**src/rtl/sllp_pkg.sv**
```systemverilog
`timescale 1ns / 1ps
// ----------------------------------------------------------------------------
// sllp_pkg
// Shared types and constants of the static linked list pool: command and
// status codes, datapath micro-operations and the controller/datapath links.
// ----------------------------------------------------------------------------
package sllp_pkg;

    localparam int POOL_SIZE_DEF  = 16;
    localparam int DATA_WIDTH_DEF = 32;

    localparam int CMD_W    = 2;
    localparam int POS_W    = 4;
    localparam int VALUE_W  = 32;
    localparam int IDX_W    = 5;
    localparam int STATUS_W = 2;

    typedef enum logic [CMD_W-1:0] {
        CMD_NEW    = 2'd0,
        CMD_INSERT = 2'd1,
        CMD_DELETE = 2'd2,
        CMD_READ   = 2'd3
    } t_cmd;

    typedef enum logic [STATUS_W-1:0] {
        ST_OK      = 2'd0,
        ST_EMPTY   = 2'd1,
        ST_NO_SUCC = 2'd2
    } t_status;

    typedef enum logic [4:0] {
        OP_NONE,
        OP_CLEAR,
        OP_CAPTURE,
        OP_NEW_RD,
        OP_NEW_WR,
        OP_INS_RD_FH,
        OP_INS_RD_POS,
        OP_INS_WR_NODE,
        OP_INS_WR_POS,
        OP_DEL_RD_POS,
        OP_DEL_RD_NODE,
        OP_DEL_WR_POS,
        OP_DEL_WR_NODE,
        OP_READ_RD,
        OP_READ_RES,
        OP_RES_EMPTY,
        OP_RES_NOSUCC,
        OP_RES_BADREAD,
        OP_OUT
    } t_dp_op;

    typedef struct packed {
        t_cmd cmd;
        logic pos_ok;
        logic pool_empty;
        logic succ_end;
        logic clr_last;
        logic out_free;
    } t_dp_stat;

endpackage

```
**src/rtl/sllp_req_if.sv**
```systemverilog
`timescale 1ns / 1ps
// ----------------------------------------------------------------------------
// sllp_req_if
// Command channel of the linked list pool: valid/ready plus command payload.
// ----------------------------------------------------------------------------
interface sllp_req_if;
    logic                               valid;
    logic                               ready;
    logic        [sllp_pkg::CMD_W-1:0]   cmd;
    logic        [sllp_pkg::POS_W-1:0]   position;
    logic signed [sllp_pkg::VALUE_W-1:0] value;

    modport source (output valid, output cmd, output position, output value, input ready);
    modport sink   (input valid, input cmd, input position, input value, output ready);
endinterface

```
**src/rtl/sllp_rsp_if.sv**
```systemverilog
`timescale 1ns / 1ps
// ----------------------------------------------------------------------------
// sllp_rsp_if
// Result channel of the linked list pool: valid/ready plus result payload.
// ----------------------------------------------------------------------------
interface sllp_rsp_if;
    logic                                valid;
    logic                                ready;
    logic        [sllp_pkg::IDX_W-1:0]    node_index;
    logic signed [sllp_pkg::VALUE_W-1:0]  data_out;
    logic        [sllp_pkg::IDX_W-1:0]    link_out;
    logic        [sllp_pkg::STATUS_W-1:0] status;

    modport source (output valid, output node_index, output data_out, output link_out,
                    output status, input ready);
    modport sink   (input valid, input node_index, input data_out, input link_out,
                    input status, output ready);
endinterface

```
**src/rtl/static_linked_list_pool.sv**
```systemverilog
`timescale 1ns / 1ps
// ----------------------------------------------------------------------------
// static_linked_list_pool
// Linked lists in a fixed node pool with a free list, addressed by node index.
// ----------------------------------------------------------------------------
// usage
//   i_req carries one command per transfer (new, insert after, delete after,
//   read); o_rsp returns exactly one result transfer per command, in order.
//   one command is worked at a time; i_req.ready is high while the block is
//   idle. each command is a sequence of single-port accesses to the link
//   memory (one read or one write per cycle, registered read data). the
//   next command can be taken in the cycle after its predecessor's result
//   is loaded into the output register.
//   after reset the block runs a clearing pass that chains every node onto
//   the free list; i_req.ready stays low meanwhile.
//   the result sits in an output register: a stalled receiver does not stop
//   the next command, only its result load waits until the register is free.
// ----------------------------------------------------------------------------
module static_linked_list_pool #(
    parameter int POOL_SIZE  = sllp_pkg::POOL_SIZE_DEF,
    parameter int DATA_WIDTH = sllp_pkg::DATA_WIDTH_DEF
) (
    input  logic       i_clk,
    input  logic       i_rst_n,
    sllp_req_if.sink   i_req,
    sllp_rsp_if.source o_rsp
);

    sllp_pkg::t_dp_op   op;
    sllp_pkg::t_dp_stat stat;

    sllp_ctrl u_ctrl (
        .i_clk   (i_clk),
        .i_rst_n (i_rst_n),
        .i_req   (i_req),
        .i_stat  (stat),
        .o_op    (op)
    );

    sllp_datapath #(
        .POOL_SIZE  (POOL_SIZE),
        .DATA_WIDTH (DATA_WIDTH)
    ) u_datapath (
        .i_clk   (i_clk),
        .i_rst_n (i_rst_n),
        .i_req   (i_req),
        .o_rsp   (o_rsp),
        .i_op    (op),
        .o_stat  (stat)
    );

endmodule

```
**src/rtl/sllp_ram.sv**
```systemverilog
`timescale 1ns / 1ps
// ----------------------------------------------------------------------------
// sllp_ram
// Generic single write, single read RAM with registered read data.
// ----------------------------------------------------------------------------
module sllp_ram #(
    parameter int WIDTH = 8,
    parameter int DEPTH = 16
) (
    input  logic                     i_clk,
    input  logic                     i_we,
    input  logic [$clog2(DEPTH)-1:0] i_waddr,
    input  logic [WIDTH-1:0]         i_wdata,
    input  logic [$clog2(DEPTH)-1:0] i_raddr,
    output logic [WIDTH-1:0]         o_rdata
);

    logic [WIDTH-1:0] r_mem [DEPTH];
    logic [WIDTH-1:0] r_rdata;

    always_ff @(posedge i_clk) begin
        if (i_we) begin
            r_mem[i_waddr] <= i_wdata;
        end
        r_rdata <= r_mem[i_raddr];
    end

    assign o_rdata = r_rdata;

endmodule

```
**src/rtl/sllp_datapath.sv**
```systemverilog
`timescale 1ns / 1ps
// ----------------------------------------------------------------------------
// sllp_datapath
// Link and data memories, free list head, result staging and the output
// register of the linked list pool; executes one micro-operation per cycle.
// ----------------------------------------------------------------------------
module sllp_datapath #(
    parameter int POOL_SIZE  = sllp_pkg::POOL_SIZE_DEF,
    parameter int DATA_WIDTH = sllp_pkg::DATA_WIDTH_DEF
) (
    input  logic               i_clk,
    input  logic               i_rst_n,
    sllp_req_if.sink           i_req,
    sllp_rsp_if.source         o_rsp,
    input  sllp_pkg::t_dp_op   i_op,
    output sllp_pkg::t_dp_stat o_stat
);

    localparam int AW = $clog2(POOL_SIZE);
    localparam int LW = $clog2(POOL_SIZE + 1);
    localparam logic [LW-1:0] END_IDX = LW'(POOL_SIZE);
    localparam logic [AW-1:0] LAST_ADDR = AW'(POOL_SIZE - 1);

    sllp_pkg::t_cmd             r_cmd;
    logic [sllp_pkg::POS_W-1:0] r_pos;
    logic [DATA_WIDTH-1:0]      r_value;
    logic [LW-1:0]              r_fh;
    logic [LW-1:0]              r_node;
    logic [LW-1:0]              r_link;
    logic [AW-1:0]              r_clr;

    logic [LW-1:0]              r_res_idx;
    logic [DATA_WIDTH-1:0]      r_res_data;
    logic [LW-1:0]              r_res_link;
    sllp_pkg::t_status          r_res_status;

    logic                          r_out_valid;
    logic [sllp_pkg::IDX_W-1:0]    r_out_idx;
    logic [sllp_pkg::VALUE_W-1:0]  r_out_data;
    logic [sllp_pkg::IDX_W-1:0]    r_out_link;
    logic [sllp_pkg::STATUS_W-1:0] r_out_status;

    logic [AW-1:0]         pos_addr;
    logic [AW-1:0]         fh_addr;
    logic [AW-1:0]         node_addr;
    logic                  link_we;
    logic [AW-1:0]         link_waddr;
    logic [LW-1:0]         link_wdata;
    logic [AW-1:0]         link_raddr;
    logic [LW-1:0]         link_rdata;
    logic                  data_we;
    logic [AW-1:0]         data_raddr;
    logic [DATA_WIDTH-1:0] data_rdata;
    logic                  out_free;

    assign pos_addr  = AW'(r_pos);
    assign fh_addr   = AW'(r_fh);
    assign node_addr = AW'(r_node);
    assign out_free  = !r_out_valid || o_rsp.ready;

    // memory port control
    always_comb begin
        link_we    = 1'b0;
        link_waddr = fh_addr;
        link_wdata = r_fh;
        link_raddr = fh_addr;
        data_we    = 1'b0;
        data_raddr = pos_addr;
        case (i_op)
            sllp_pkg::OP_CLEAR: begin
                link_we    = 1'b1;
                link_waddr = r_clr;
                link_wdata = LW'(r_clr) + LW'(1);
            end
            sllp_pkg::OP_INS_RD_FH: begin
                data_we = 1'b1;
            end
            sllp_pkg::OP_NEW_WR: begin
                link_we    = 1'b1;
                link_wdata = END_IDX;
            end
            sllp_pkg::OP_INS_RD_POS, sllp_pkg::OP_DEL_RD_POS: begin
                link_raddr = pos_addr;
            end
            sllp_pkg::OP_READ_RD: begin
                link_raddr = pos_addr;
                data_raddr = pos_addr;
            end
            sllp_pkg::OP_INS_WR_NODE: begin
                link_we    = 1'b1;
                link_wdata = link_rdata;
            end
            sllp_pkg::OP_INS_WR_POS: begin
                link_we    = 1'b1;
                link_waddr = pos_addr;
            end
            sllp_pkg::OP_DEL_RD_NODE: begin
                link_raddr = AW'(link_rdata);
                data_raddr = AW'(link_rdata);
            end
            sllp_pkg::OP_DEL_WR_POS: begin
                link_we    = 1'b1;
                link_waddr = pos_addr;
                link_wdata = link_rdata;
            end
            sllp_pkg::OP_DEL_WR_NODE: begin
                link_we    = 1'b1;
                link_waddr = node_addr;
            end
            default: begin
            end
        endcase
    end

    sllp_ram #(
        .WIDTH (LW),
        .DEPTH (POOL_SIZE)
    ) u_link_ram (
        .i_clk   (i_clk),
        .i_we    (link_we),
        .i_waddr (link_waddr),
        .i_wdata (link_wdata),
        .i_raddr (link_raddr),
        .o_rdata (link_rdata)
    );

    sllp_ram #(
        .WIDTH (DATA_WIDTH),
        .DEPTH (POOL_SIZE)
    ) u_data_ram (
        .i_clk   (i_clk),
        .i_we    (data_we),
        .i_waddr (fh_addr),
        .i_wdata (r_value),
        .i_raddr (data_raddr),
        .o_rdata (data_rdata)
    );

    // control state: free head, clear counter, output valid
    always_ff @(posedge i_clk) begin
        if (!i_rst_n) begin
            r_fh        <= '0;
            r_clr       <= '0;
            r_out_valid <= 1'b0;
        end else begin
            case (i_op)
                sllp_pkg::OP_CLEAR:      r_clr <= r_clr + AW'(1);
                sllp_pkg::OP_NEW_WR:     r_fh  <= link_rdata;
                sllp_pkg::OP_INS_WR_POS: r_fh  <= r_link;
                sllp_pkg::OP_DEL_WR_NODE: r_fh <= r_node;
                default: begin
                end
            endcase
            if (i_op == sllp_pkg::OP_OUT) begin
                r_out_valid <= 1'b1;
            end else if (o_rsp.ready) begin
                r_out_valid <= 1'b0;
            end
        end
    end

    // payload registers
    always_ff @(posedge i_clk) begin
        case (i_op)
            sllp_pkg::OP_CAPTURE: begin
                r_cmd   <= sllp_pkg::t_cmd'(i_req.cmd);
                r_pos   <= i_req.position;
                r_value <= DATA_WIDTH'(i_req.value);
            end
            sllp_pkg::OP_NEW_WR: begin
                r_res_idx    <= r_fh;
                r_res_data   <= '0;
                r_res_link   <= END_IDX;
                r_res_status <= sllp_pkg::ST_OK;
            end
            sllp_pkg::OP_INS_RD_POS: begin
                r_link <= link_rdata;
            end
            sllp_pkg::OP_INS_WR_POS: begin
                r_res_idx    <= r_fh;
                r_res_data   <= '0;
                r_res_link   <= END_IDX;
                r_res_status <= sllp_pkg::ST_OK;
            end
            sllp_pkg::OP_DEL_RD_NODE: begin
                r_node <= link_rdata;
            end
            sllp_pkg::OP_DEL_WR_POS: begin
                r_res_data <= data_rdata;
            end
            sllp_pkg::OP_DEL_WR_NODE: begin
                r_res_idx    <= r_node;
                r_res_link   <= END_IDX;
                r_res_status <= sllp_pkg::ST_OK;
            end
            sllp_pkg::OP_READ_RES: begin
                r_res_idx    <= LW'(r_pos);
                r_res_data   <= data_rdata;
                r_res_link   <= link_rdata;
                r_res_status <= sllp_pkg::ST_OK;
            end
            sllp_pkg::OP_RES_EMPTY: begin
                r_res_idx    <= END_IDX;
                r_res_data   <= '0;
                r_res_link   <= END_IDX;
                r_res_status <= sllp_pkg::ST_EMPTY;
            end
            sllp_pkg::OP_RES_NOSUCC: begin
                r_res_idx    <= END_IDX;
                r_res_data   <= '0;
                r_res_link   <= END_IDX;
                r_res_status <= sllp_pkg::ST_NO_SUCC;
            end
            sllp_pkg::OP_RES_BADREAD: begin
                r_res_idx    <= END_IDX;
                r_res_data   <= '0;
                r_res_link   <= END_IDX;
                r_res_status <= sllp_pkg::ST_OK;
            end
            sllp_pkg::OP_OUT: begin
                r_out_idx    <= sllp_pkg::IDX_W'(r_res_idx);
                r_out_data   <= sllp_pkg::VALUE_W'(signed'(r_res_data));
                r_out_link   <= sllp_pkg::IDX_W'(r_res_link);
                r_out_status <= r_res_status;
            end
            default: begin
            end
        endcase
    end

    assign o_rsp.valid      = r_out_valid;
    assign o_rsp.node_index = r_out_idx;
    assign o_rsp.data_out   = r_out_data;
    assign o_rsp.link_out   = r_out_link;
    assign o_rsp.status     = r_out_status;

    assign o_stat.cmd        = r_cmd;
    assign o_stat.pos_ok     = ({28'd0, r_pos} < 32'(POOL_SIZE));
    assign o_stat.pool_empty = (r_fh >= END_IDX);
    assign o_stat.succ_end   = (link_rdata >= END_IDX);
    assign o_stat.clr_last   = (r_clr == LAST_ADDR);
    assign o_stat.out_free   = out_free;

    a_fh_range: assert property (@(posedge i_clk) disable iff (!i_rst_n)
        r_fh <= END_IDX)
        else $error("free head beyond end marker");

    a_out_slot: assert property (@(posedge i_clk) disable iff (!i_rst_n)
        (i_op == sllp_pkg::OP_OUT) |-> out_free)
        else $error("result loaded over an untaken transfer");

    a_out_load: assert property (@(posedge i_clk) disable iff (!i_rst_n)
        (i_op == sllp_pkg::OP_OUT) |=> r_out_valid)
        else $error("loaded result not presented");

    a_del_free: assert property (@(posedge i_clk) disable iff (!i_rst_n)
        (i_op == sllp_pkg::OP_DEL_WR_NODE) |=> (r_fh == $past(r_node)))
        else $error("deleted node not pushed on free list");

endmodule

```
**src/rtl/sllp_ctrl.sv**
```systemverilog
`timescale 1ns / 1ps
// ----------------------------------------------------------------------------
// sllp_ctrl
// Controller of the linked list pool: clearing pass after reset, then one
// command at a time as a short sequence of datapath micro-operations.
// ----------------------------------------------------------------------------
module sllp_ctrl (
    input  logic               i_clk,
    input  logic               i_rst_n,
    sllp_req_if.sink           i_req,
    input  sllp_pkg::t_dp_stat i_stat,
    output sllp_pkg::t_dp_op   o_op
);

    typedef enum logic [3:0] {
        S_CLEAR,
        S_IDLE,
        S_START,
        S_NEW_W,
        S_INS_B,
        S_INS_C,
        S_INS_D,
        S_DEL_B,
        S_DEL_C,
        S_DEL_D,
        S_RD_B,
        S_FIN
    } t_state;

    t_state           r_state;
    t_state           n_state;
    sllp_pkg::t_dp_op op;

    always_comb begin
        n_state = r_state;
        op      = sllp_pkg::OP_NONE;
        case (r_state)
            S_CLEAR: begin
                op = sllp_pkg::OP_CLEAR;
                if (i_stat.clr_last) begin
                    n_state = S_IDLE;
                end
            end
            S_IDLE: begin
                if (i_req.valid) begin
                    op      = sllp_pkg::OP_CAPTURE;
                    n_state = S_START;
                end
            end
            S_START: begin
                case (i_stat.cmd)
                    sllp_pkg::CMD_NEW: begin
                        if (i_stat.pool_empty) begin
                            op      = sllp_pkg::OP_RES_EMPTY;
                            n_state = S_FIN;
                        end else begin
                            op      = sllp_pkg::OP_NEW_RD;
                            n_state = S_NEW_W;
                        end
                    end
                    sllp_pkg::CMD_INSERT: begin
                        if (!i_stat.pos_ok) begin
                            op      = sllp_pkg::OP_RES_NOSUCC;
                            n_state = S_FIN;
                        end else if (i_stat.pool_empty) begin
                            op      = sllp_pkg::OP_RES_EMPTY;
                            n_state = S_FIN;
                        end else begin
                            op      = sllp_pkg::OP_INS_RD_FH;
                            n_state = S_INS_B;
                        end
                    end
                    sllp_pkg::CMD_DELETE: begin
                        if (!i_stat.pos_ok) begin
                            op      = sllp_pkg::OP_RES_NOSUCC;
                            n_state = S_FIN;
                        end else begin
                            op      = sllp_pkg::OP_DEL_RD_POS;
                            n_state = S_DEL_B;
                        end
                    end
                    default: begin
                        if (!i_stat.pos_ok) begin
                            op      = sllp_pkg::OP_RES_BADREAD;
                            n_state = S_FIN;
                        end else begin
                            op      = sllp_pkg::OP_READ_RD;
                            n_state = S_RD_B;
                        end
                    end
                endcase
            end
            S_NEW_W: begin
                op      = sllp_pkg::OP_NEW_WR;
                n_state = S_FIN;
            end
            S_INS_B: begin
                op      = sllp_pkg::OP_INS_RD_POS;
                n_state = S_INS_C;
            end
            S_INS_C: begin
                op      = sllp_pkg::OP_INS_WR_NODE;
                n_state = S_INS_D;
            end
            S_INS_D: begin
                op      = sllp_pkg::OP_INS_WR_POS;
                n_state = S_FIN;
            end
            S_DEL_B: begin
                if (i_stat.succ_end) begin
                    op      = sllp_pkg::OP_RES_NOSUCC;
                    n_state = S_FIN;
                end else begin
                    op      = sllp_pkg::OP_DEL_RD_NODE;
                    n_state = S_DEL_C;
                end
            end
            S_DEL_C: begin
                op      = sllp_pkg::OP_DEL_WR_POS;
                n_state = S_DEL_D;
            end
            S_DEL_D: begin
                op      = sllp_pkg::OP_DEL_WR_NODE;
                n_state = S_FIN;
            end
            S_RD_B: begin
                op      = sllp_pkg::OP_READ_RES;
                n_state = S_FIN;
            end
            S_FIN: begin
                if (i_stat.out_free) begin
                    op      = sllp_pkg::OP_OUT;
                    n_state = S_IDLE;
                end
            end
            default: begin
                n_state = S_CLEAR;
            end
        endcase
    end

    always_ff @(posedge i_clk) begin
        if (!i_rst_n) begin
            r_state <= S_CLEAR;
        end else begin
            r_state <= n_state;
        end
    end

    assign o_op        = op;
    assign i_req.ready = (r_state == S_IDLE);

endmodule
```
**src/flat_wrapper.sv**
```systemverilog
// flat-port wrapper written by rule: the top's interface ports become plain ports
module static_linked_list_pool_flat 
#(
    parameter int POOL_SIZE  = sllp_pkg::POOL_SIZE_DEF,
    parameter int DATA_WIDTH = sllp_pkg::DATA_WIDTH_DEF
)
  (i_clk, i_rst_n, i_req_valid, i_req_cmd, i_req_position, i_req_value, i_req_ready, o_rsp_valid, o_rsp_node_index, o_rsp_data_out, o_rsp_link_out, o_rsp_status, o_rsp_ready);
  sllp_req_if i_req_i ();
  sllp_rsp_if o_rsp_i ();
  input  logic i_clk;
  input  logic i_rst_n;
  input wire logic [$bits(i_req_i.valid)-1:0] i_req_valid;
  input wire logic [$bits(i_req_i.cmd)-1:0] i_req_cmd;
  input wire logic [$bits(i_req_i.position)-1:0] i_req_position;
  input wire logic [$bits(i_req_i.value)-1:0] i_req_value;
  output wire logic [$bits(i_req_i.ready)-1:0] i_req_ready;
  output wire logic [$bits(o_rsp_i.valid)-1:0] o_rsp_valid;
  output wire logic [$bits(o_rsp_i.node_index)-1:0] o_rsp_node_index;
  output wire logic [$bits(o_rsp_i.data_out)-1:0] o_rsp_data_out;
  output wire logic [$bits(o_rsp_i.link_out)-1:0] o_rsp_link_out;
  output wire logic [$bits(o_rsp_i.status)-1:0] o_rsp_status;
  input wire logic [$bits(o_rsp_i.ready)-1:0] o_rsp_ready;
  assign i_req_i.valid = i_req_valid;
  assign i_req_i.cmd = i_req_cmd;
  assign i_req_i.position = i_req_position;
  assign i_req_i.value = i_req_value;
  assign i_req_ready = i_req_i.ready;
  assign o_rsp_valid = o_rsp_i.valid;
  assign o_rsp_node_index = o_rsp_i.node_index;
  assign o_rsp_data_out = o_rsp_i.data_out;
  assign o_rsp_link_out = o_rsp_i.link_out;
  assign o_rsp_status = o_rsp_i.status;
  assign o_rsp_i.ready = o_rsp_ready;
  static_linked_list_pool #(.POOL_SIZE(POOL_SIZE), .DATA_WIDTH(DATA_WIDTH)) u_core (.i_clk(i_clk), .i_rst_n(i_rst_n), .i_req(i_req_i), .o_rsp(o_rsp_i));
endmodule
```
**config.mk**
```make
export PLATFORM = sky130hd
export DESIGN_NAME = static_linked_list_pool_flat
export DESIGN_NICKNAME = d
export VERILOG_FILES = /design/src/rtl/sllp_pkg.sv /design/src/rtl/sllp_req_if.sv /design/src/rtl/sllp_rsp_if.sv /design/src/rtl/static_linked_list_pool.sv /design/src/rtl/sllp_ram.sv /design/src/rtl/sllp_datapath.sv /design/src/rtl/sllp_ctrl.sv /design/src/flat_wrapper.sv
export SDC_FILE = /design/constraint.sdc
export NUM_CORES = 1
export LEC_CHECK = 0
export ABC_AREA = 1
export BUFFER_PORTS_ARGS = -buffer_cell sky130_fd_sc_hd__buf_2
export CAP_MARGIN = 25
export CORE_MARGIN = 2
export CORE_UTILIZATION = 40
export DETAILED_ROUTE_END_ITERATION = 8
export MAX_ROUTING_LAYER = met4
export PLACE_DENSITY = 0.53
export SYNTH_ARGS = -nofsm -noshare
export SYNTH_HDL_FRONTEND = slang
export SYNTH_SLANG_ARGS = --single-unit
```
**constraint.sdc**
```tcl
create_clock -name i_clk -period 5.1 [get_ports i_clk]
set_input_delay 0.51 -clock i_clk [delete_from_list [all_inputs] [get_ports i_clk]]
set_output_delay 0.51 -clock i_clk [all_outputs]
set_load 0.02 [all_outputs]
```
==> metrics.txt, run 1 <==
Synth-to-Final Area Change=15.1%; CTS tree=built; setup bufs post-CTS=0; yosys warns=0; grt total ovfl=0; top-count cell post-synth=edfxtp_1; hold bufs inserted after CTS=0; Starting Density=40.4%; GRT Total Usage=20.6%; # DRC=0; Final Slew Violations=0; final-stage net count=2400; status=complete, no violations; Worst path top cell family by delay=simple AND/OR/NAND/NOR gates; Max Clk Rate=0.279 GHz; Reg clk slew, reported paths=0.06 ns; max cap viols=0; Worst-Margin Slew=1.07 ns; Crit Reg-Reg Startpoint=u_core.u_ctrl.r_state[2]; FF+latch count, synth=approximately 780; sequential cell area=approximately 23000 um2; worst vdd ir=around 210 uV; Synth Instances=2268; PostCTS Resize Cnt=0; minimum clock period after layout=3.59 ns; Setup crit end kind=register; ANT cells=0; peak per-stage delay on the critical path=0.82 ns; Min-Delay Endpoint=u_core.u_datapath.r_value[26]; total number of vias=18600; WP buf/inv=1; crit path DAT=around 4.1 ns; Hold Path Stages=1; Ports=between 80 and 90; critical hold path startpoint=i_req_value[26]; initial antenna violation count=0; slowest library cell on the worst path=nand3_2; number of global-route vias before repair=18400; Startpoint Class=register; CTS H-tree depth=3; cell chain of the critical path=inv_2 > nand2_2 > nor2_1 > nor2_2 > nand3_2 > nand3_4 > nand2_2 > nand2_2 > nand3_2 > nand2_1 > nand3_1 > nand3_1 > nand3_1 > nand2_1; Clk Latency, worst-skew pair=0.64 ns; number of synthesized flops with an enable pin=between 700 and 800; HP Class=in2reg; Layout Skew=0.0289 ns; Final Setup Violations=0; synth cell count leaders=edfxtp_1, nor2_1, o21ai_0, inv_1, nand3_1; crit path kind=reg2reg; Die Width=278 um; unrepaired setup endpoints after global routing=no; Synth cell types=42; Core Region=74400 um2; Die Ht=278 um; total leakage power=11.8 nW; die area=between 70000 and 80000 um2; Via density=5.47; ys async rst share=0%; Pwr Density=384 nW/um2; Fin. Hold Viols=0; # rows=100; Clock Sinks=779; syn_area_per_cell=13.2 um2; R2R depth=14; Fillers=roughly 6500; area leader, netlist=edfxtp_1; starting DRC count in detailed routing=1685; post-route ant nets=0; Num CTS Buffers=84; CTS root buffer=clkbuf_16; post-DP HPWL=around 46 mm; synth top area cells=edfxtp_1, nor2_1, o21ai_0; Post-synth top flop=edfxtp_1; R2R Path End=u_core.u_datapath.u_link_ram.o_rdata[4]; setup TNS=0 ns; crit-path max FO=41; final wirelength=77.8 mm; RD Place Congestion=0.894; Clock Path Buffers=3; wire per inst=between 20 and 25 um; share of layout cells above drive strength 1=13.1%; area of the multi-input gates=6080 um2; drt first pass iters=7; final hold slack=0.0419 ns; largest net degree at the start of global routing=179; Post-Syn Nets=2311; first-pass GRT wire length=approximately 120 mm; critical path required time=5.65 ns; Port Buffers=87; Slew headroom=between 20% and 30%; Post-Syn Area=30100 um2; Final period util=70.4%; Yosys top cell area share=72.7%; FF-to-FF setup slack=between 1.5 and 2 ns; sequential area share after synthesis=76.1%
## flip-flops by register name (all words and copies together), names as in the netlist, 4 cells and up
register,count
u_core.u_datapath.u_data_ram.r_mem,512
u_core.u_datapath.u_data_ram.o_rdata,32
u_core.u_datapath.r_link,5
u_core.u_datapath.o_rsp.link_out,5
u_core.u_datapath.r_value,32
u_core.u_datapath.r_res_idx,5
u_core.u_ctrl.r_state,4
u_core.u_datapath.u_link_ram.o_rdata,5
u_core.u_datapath.r_clr,4
u_core.u_datapath.u_link_ram.r_mem,80
u_core.u_datapath.o_rsp.data_out,32
u_core.u_datapath.r_fh,5
u_core.u_datapath.pos_addr,4
u_core.u_datapath.r_node,5
u_core.u_datapath.o_rsp.node_index,5
u_core.u_datapath.r_res_link,5
u_core.u_datapath.r_res_data,32
## worst max path at each step
| stage | slack (ns) | start | cells after the start | endpoint |
|---|---|---|---|---|
| floorplan | 1.95 | u_core.u_ctrl.r_state[3] | 11 | u_core.u_datapath.u_data_ram.r_mem[0][0] |
| global placement | 1.53 | o_rsp_ready | 11 | u_core.u_datapath.u_data_ram.r_mem[9][6] |
| detailed placement | 1.60 | u_core.u_ctrl.r_state[2] | 14 | u_core.u_datapath.u_link_ram.o_rdata[4] |
| CTS | 1.57 | u_core.u_ctrl.r_state[2] | 14 | u_core.u_datapath.u_link_ram.o_rdata[0] |
| global route | 1.14 | u_core.u_ctrl.r_state[2] | 14 | u_core.u_datapath.u_link_ram.o_rdata[4] |
| finish | 1.51 | u_core.u_ctrl.r_state[2] | 14 | u_core.u_datapath.u_link_ram.o_rdata[4] |
## metrics by stage
step | setup WS, ns | instances | instance area (um2) | power (mW) | util (%)
final | 1.51 | 3396 | 34600 | 13.3 | 46.5
after global routing | 1.14 | 3396 | 34600 | 13.7 | 46.5
after CTS | 1.57 | 3394 | 34600 | 13.4 | 46.4
after detailed placement | 1.60 | 3238 | 31700 | 7.21 | 42.6
after global placement | 1.53 | 3235 | 31600 | 7.21 | 42.5
after floorplan | 1.95 | 2268 | 30100 | 7.14 | -
## final cells by class
type	count	area share (%)
multi-input combinational	1185	17.6
clock inverter	33	1.30
tap	969	3.50
inverter	176	1.93
timing repair buffer	131	2.52
sequential	779	66.1
clock buffer	123	7.03
## per-layer routing
layer  vias to the layer above  GRT usage, %  wire [um]
met4                         0          5.24       1260
met1                      9377          28.7      35800
met5                         -             -          0
met2                       611          32.1      36600
met3                       104          2.69       4100
li1                       8485             -          -
## power by group
part	switching (mW)	total, mW	internal (mW)	leakage (nW)
Combinational	0.0835	0.120	0.0367	3.47
Sequential	0.0177	6.95	6.93	6.99
Clock	2.50	6.23	3.73	1.39
## layout by cell type (no fill, tap or decap), drive strengths merged, types with 50 or more instances in the layout
| cell | count |
|---|---|
| edfxtp | 728 |
| nor2 | 385 |
| o21ai | 313 |
| inv | 175 |
| buf | 131 |
| nand3 | 127 |
| nand2 | 125 |
| clkbuf | 123 |
| o221ai | 83 |
| dfxtp | 51 |
| o22ai | 50 |
## logic make-up (layout without fill, tap and decap cells)
logic type	count (synthesis)	in the layout	share of synthesized area (%)
and+or+nand+nor	696	696	9.99
adders and majority gates	1	1	0.0416
buffers and inverters	304	463	4.23
DFF	779	779	76.1
AOI/OAI and AO/OA	488	488	9.59
Note: power is estimated with default switching activity, not from simulation.
==> run 2, diff against run 1 <==
--- a/config.mk
+++ b/config.mk
@@ -12,7 +12,7 @@
 export CORE_UTILIZATION = 40
 export DETAILED_ROUTE_END_ITERATION = 8
 export MAX_ROUTING_LAYER = met4
-export PLACE_DENSITY = 0.53
+export PLACE_DENSITY = 0.55
 export SYNTH_ARGS = -nofsm -noshare
 export SYNTH_HDL_FRONTEND = slang
 export SYNTH_SLANG_ARGS = --single-unit
==> constraint.sdc (replaced) <==
create_clock -name i_clk -period 3.3 [get_ports i_clk]
set_input_delay 0.33 -clock i_clk [delete_from_list [all_inputs] [get_ports i_clk]]
set_output_delay 0.33 -clock i_clk [all_outputs]
set_load 0.02 [all_outputs]
==> run 2 against run 1 <==
  * Clock power grew 48%
  * Power grew 52%
  * Highest routed layer unchanged
  * Utilization grew 0.94 points
==> metrics.txt, run 2 (synthesis gave the netlist of run 1 again) <==
Via density=5.39; post-route cell area=35300 um2; Startpoint Class=register; wire per inst=22.7 um; number of global-route vias before repair=18200; Pwr Density=571 nW/um2; Hold Path Stages=4; Clock Sinks=779; GR Util met2=32.8%; Port Buffers=87; # DRC=0; Synth-to-Final Area Change=17.5%; DP Area=32100 um2; Min-Delay Endpoint=u_core.u_ctrl.r_state[0]; Top Usage Layer GRT=met2; GRT Total Usage=20.6%; starting DRC count in detailed routing=approximately 1800; Max Clk Rate=0.328 GHz; CTS H-tree depth=3; biggest regs=u_core.u_datapath.u_data_ram.r_mem (512), u_core.u_datapath.u_link_ram.r_mem (80); setup TNS=0 ns; crit path kind=reg2reg; Core Region=74400 um2; Crit Reg-Reg Startpoint=u_core.u_ctrl.r_state[1]; status=complete, no violations; share of layout cells above drive strength 1=between 10% and 20%; Ports=88; Layout Skew=0.0472 ns; final non-filler cell total=between 3000 and 4000; grt total ovfl=0; Clock Path Buffers=3; Final Slew Violations=0; most frequent cells in the layout=edfxtp_1, nor2_1, o21ai_0, inv_1, nand3_1; Clk Latency, worst-skew pair=0.64 ns; Final Setup Violations=0; post-route ant nets=0; HP Class=in2reg; Slew headroom=49.0%; crit path DAT=3.33 ns; total leakage power=around 12 nW; final wirelength=78.5 mm; R2R depth=12; Worst-Margin Slew=0.764 ns; minimum clock period after layout=between 3 and 4 ns; initial antenna violation count=3; total number of vias=18700; die area=77300 um2; # rows=100; largest net degree at the start of global routing=79; max cap viols=0; worst vdd ir=303 uV; CTS tree=built; pre-CTS setup slack=0.331 ns; Cells after DPL=3268; Reg clk slew, reported paths=0.06 ns; Final period util=92.4%; RD Place Congestion=0.894; R2R Path End=u_core.u_datapath.u_link_ram.r_mem[4][3]; M1 GR Usage=between 20% and 30%; unrepaired setup endpoints after global routing=no; Fin. Hold Viols=0; ANT cells=0; Num CTS Buffers=82; post-DP HPWL=48.4 mm; met3 GRT Util=2.64%; setup ws final=around 0.25 ns; drt first pass iters=9; Die Width=around 280 um; Starting Density=between 40% and 50%; FF-to-FF setup slack=approximately 0.25 ns; critical hold path startpoint=i_req_valid; final-stage net count=2470; critical path required time=3.58 ns; Biggest register=u_core.u_datapath.u_data_ram.r_mem; Setup crit end kind=register; Die Ht=278 um; most common cell after layout, fill and taps aside=edfxtp_1; Largest register FFs=512; Fillers=6493; CTS root buffer=clkbuf_16; crit-path max FO=9; first-pass GRT wire length=116 mm
[run 2: changes by cell type in the layout (fill, tap and decap cells not counted), moves of 2 or more]
cell,delta
dlygate4sd3_1,+40
buf_12,+20
buf_4,+13
clkbuf_8,-9
clkinv_1,+8
o221ai_1,+4
o221ai_2,-4
clkbuf_16,-3
clkinvlp_4,+3
clkbuf_1,-2
nor3_1,-2
nor3_2,+2
[run 2: power by group]
group          switching (mW)  total (mW)  internal, mW  leakage (nW)
Clock                    3.86        9.20          5.35          1.30
Sequential             0.0255        10.7          10.7          6.99
Combinational           0.138       0.230        0.0917          3.85
Total                    4.02        20.2          16.2          12.1
[run 2: worst max-delay path, stage by stage (launching register included)]
cell and delay [ns]:
dfxtp_1 0.35, inv_1 0.09, nand2_1 0.13, nor2_2 0.38, nor2_1 0.20, inv_1 0.15, a21oi_1 0.07, inv_2 0.10
nor2_1 0.04, or2_1 0.27, inv_1 0.15, nand3_1 0.25, nor2_1 0.50
[run 2: repair_timing]
action	4_1_cts	5_1_grt
setup buffers	0	3
setup endpoints to repair	0	10
hold buffers	40	0
resized for setup	0	2
hold endpoints to repair	44	0
[run 2: layout make-up]
type | instances | area [um2] | area share, %
clock buffer | 109 | 2220 | 6.30
clock inverter | 45 | 490 | 1.39
timing repair buffer | 203 | 1760 | 4.98
tap | 969 | 1210 | 3.43
sequential | 779 | 22900 | 64.8
multi-input combinational | 1185 | 6070 | 17.2
inverter | 176 | 668 | 1.89
[run 2: per-layer routing]
| metal | vias to the layer above | share of wire, % |
|---|---|---|
| met4 | 0 | 2.7 |
| met2 | 639 | 48 |
| met1 | 9311 | 44 |
| met3 | 114 | 5.6 |
| li1 | 8627 | - |
| met5 | - | 0 |
[run 2: per-stage QoR]
| step | hold slack, ns | total power, mW | util, % |
|---|---|---|---|
| final | 0.0493 | 20.2 | 47.4 |
| after global routing | 0.0772 | 20.8 | 47.4 |
| after CTS | 0.0205 | 20.4 | 47.3 |
| after detailed placement | 0.405 | 11.1 | 43.2 |
| after global placement | 0.402 | 11.1 | 43.2 |
| after floorplan | 0.400 | 11.0 | - |
[run 2: how the worst max path moves through the flow]
stage          slack [ns]                                  endpoint                      from  depth (start not counted)
6_report             0.25  u_core.u_datapath.u_link_ram.r_mem[4][3]  u_core.u_ctrl.r_state[1]                         12
2_1_floorplan        0.15  u_core.u_datapath.u_data_ram.r_mem[0][0]  u_core.u_ctrl.r_state[3]                         11
4_1_cts              0.28   u_core.u_datapath.u_link_ram.o_rdata[1]  u_core.u_ctrl.r_state[1]                         12
5_1_grt              0.01  u_core.u_datapath.u_link_ram.r_mem[3][0]  u_core.u_ctrl.r_state[1]                         11
3_5_place_dp         0.33   u_core.u_datapath.u_link_ram.o_rdata[1]  u_core.u_ctrl.r_state[1]                         12
3_3_place_gp         0.34  u_core.u_datapath.u_link_ram.r_mem[1][1]  u_core.u_ctrl.r_state[3]                         10
==> run 3, diff against run 2 <==
--- a/config.mk
+++ b/config.mk
@@ -6,7 +6,7 @@
 export NUM_CORES = 1
 export LEC_CHECK = 0
 export ABC_AREA = 1
-export BUFFER_PORTS_ARGS = -buffer_cell sky130_fd_sc_hd__buf_2
+export BUFFER_PORTS_ARGS = -buffer_cell sky130_fd_sc_hd__buf_4
 export CAP_MARGIN = 25
 export CORE_MARGIN = 2
 export CORE_UTILIZATION = 40
==> run 3 against run 2 <==
  * Setup slack lost 0.015 ns
  * Design area is 0.44% higher
  * Global-route usage decreased by 0.21 points
  * Power increased by 0.23%
  * Utilization up 0.21 points
  * Wire length decreased by 1.9%
  * Count of clock-buffer cells in the layout is the same
  * Non-clock buffer count down 10
  * Critical path depth stayed put
  * Final cell count fell by 0.32%
  * Clock skew decreased by 0.021 ns
  * Highest routed layer unchanged
==> metrics.txt, run 3 (synthesis gave the netlist of run 1 again) <==
status=complete, no violations; switching portion of total power=between 10% and 20%; wire per inst=22.3 um; slowest library cell on the worst path=o211ai_1; most common cell after layout, fill and taps aside=edfxtp_1; grt total ovfl=0; final-stage net count=2461; Final Setup Violations=0; Biggest register=u_core.u_datapath.u_data_ram.r_mem; RD Place Congestion=approximately 0.85; crit path DAT=3.64 ns; total number of vias=18800; Die Width=278 um; logic gate share of total power=approximately 1.2%; final wirelength=between 70 and 80 mm; first-pass GRT wire length=116 mm; setup TNS=0 ns; most frequent cells in the layout=edfxtp_1, nor2_1, o21ai_0, inv_1, buf_4; worst vdd ir=about 360 uV; HP Class=in2reg; area of the multi-input gates=6070 um2; Clock Path Buffers=3; Die Ht=278 um; crit-path max FO=11; Pint=16.3 mW; post-DP HPWL=43.7 mm; Num CTS Buffers=83; critical path required time=about 3.9 ns; starting DRC count in detailed routing=roughly 2000; die area=77300 um2; DP Area=32300 um2; Final Slew Violations=0; Port Buffers=87; CTS tree=built; crit path kind=reg2reg; total leakage power=between 10 and 15 nW; Layout Skew=0.0264 ns; share of layout cells above drive strength 1=13.3%; Ports=88; Fin. Hold Viols=0; ANT cells=0; WP buf/inv=2; Final period util=92.8%; peak per-stage delay on the critical path=between 0.8 and 0.9 ns; post-route cell area=35500 um2; Startpoint Class=register; drt first pass iters=8; sequential power share=53.1%; Fillers=6446; most used cell, CP=nand3_1; CTS root buffer=clkbuf_16; # DRC=0; Reg clk slew, reported paths=approximately 0.06 ns; Largest register FFs=slightly above 500; cell chain of the critical path=inv_2 > nand2_2 > nor2_1 > nor2_2 > nand3_2 > nand3_4 > nand3_1 > o211ai_1 > inv_1 > nand3_1 > nand3_1 > nand2_1; number of global-route vias before repair=18700; Via density=around 5.4; CTS H-tree depth=3; biggest regs=u_core.u_datapath.u_data_ram.r_mem (512), u_core.u_datapath.u_link_ram.r_mem (80); Clk Latency, worst-skew pair=0.63 ns; GRT Total Usage=20.4%; post-route ant nets=0; FF-to-FF setup slack=0.24 ns; Max Clk Rate=0.326 GHz; largest net degree at the start of global routing=between 100 and 150; max cap viols=0; Worst path top cell family by delay=simple AND/OR/NAND/NOR gates; Sw Pwr=3.96 mW; Starting Density=40.4%; utilization of the core after routing=47.6%; Pwr Density=570 nW/um2; sequential cell area=22900 um2; Clock Sinks=779; minimum clock period after layout=3.06 ns; Worst-Margin Slew=1.03 ns; # rows=100; clock share of power=between 40% and 50%; Synth-to-Final Area Change=18.0%; Core Region=74400 um2; Setup crit end kind=register; initial antenna violation count=1; Slew headroom=31.1%
-- run 3: power groups by stage --
stage          clock [mW]  sequential, mW  combinational (mW)
4_1_cts              9.46            10.7               0.244
5_1_grt              9.87            10.7               0.268
3_5_place_dp            0            10.9               0.205
3_3_place_gp            0            11.0               0.207
6_report             9.23            10.7               0.242
2_1_floorplan           0            10.9              0.0946
-- run 3: final timing paths --
path / from / depth (start not counted) / to
worst min-delay path: o_rsp_ready / 4 / u_core.u_datapath.o_rsp.valid
worst max-delay path: u_core.u_ctrl.r_state[2] / 12 / u_core.u_datapath.u_link_ram.o_rdata[0]
worst min register to register: u_core.u_datapath.r_res_data[26] / 0 / u_core.u_datapath.o_rsp.data_out[26]
worst max register to register: u_core.u_ctrl.r_state[2] / 12 / u_core.u_datapath.u_link_ram.o_rdata[0]
-- run 3: layer usage --
metal  up-vias  wire, um  global-route usage, %
met5         -         0                      -
met4         0      1950                   6.81
met3       131      4640                   3.32
met2       646     36400                   31.9
met1      9374     34000                   27.3
li1       8612         -                      -
-- run 3: area by class of cell --
class                           count  share of cell area (%)
Sequential cell                   779                    64.5
Tap cell                          969                    3.42
Multi-Input combinational cell   1185                    17.1
Timing Repair Buffer              193                    5.35
Clock buffer                      109                    6.31
Clock inverter                     44                    1.39
Inverter                          176                    1.88
-- run 3: repair_timing --
action                                  CTS  global route
gates resized for setup                   0             2
hold endpoints to repair                 43             0
buffers inserted                          0             0
endpoints found under the setup margin    0            10
hold buffers                             39             0
-- run 3: worst reg2reg max path: stages (launching register included) --
cell and delay [ns]:
dfxtp_1 0.41, inv_2 0.09, nand2_2 0.12, nor2_1 0.11, nor2_2 0.21, nand3_2 0.17, nand3_4 0.16, nand3_1 0.12
o211ai_1 0.83, inv_1 0.40, nand3_1 0.20, nand3_1 0.10, nand2_1 0.10
-- run 3: per-stage QoR --
stage	std cells	total power, mW	hold slack [ns]	worst slack [ns]
after floorplan	2268	11.0	0.400	0.150
after global placement	3263	11.2	0.403	0.393
after detailed placement	3263	11.2	0.405	0.321
after CTS	3455	20.4	0.0257	0.318
after global routing	3455	20.9	0.0741	-0.0146
final	3455	20.2	0.0557	0.237
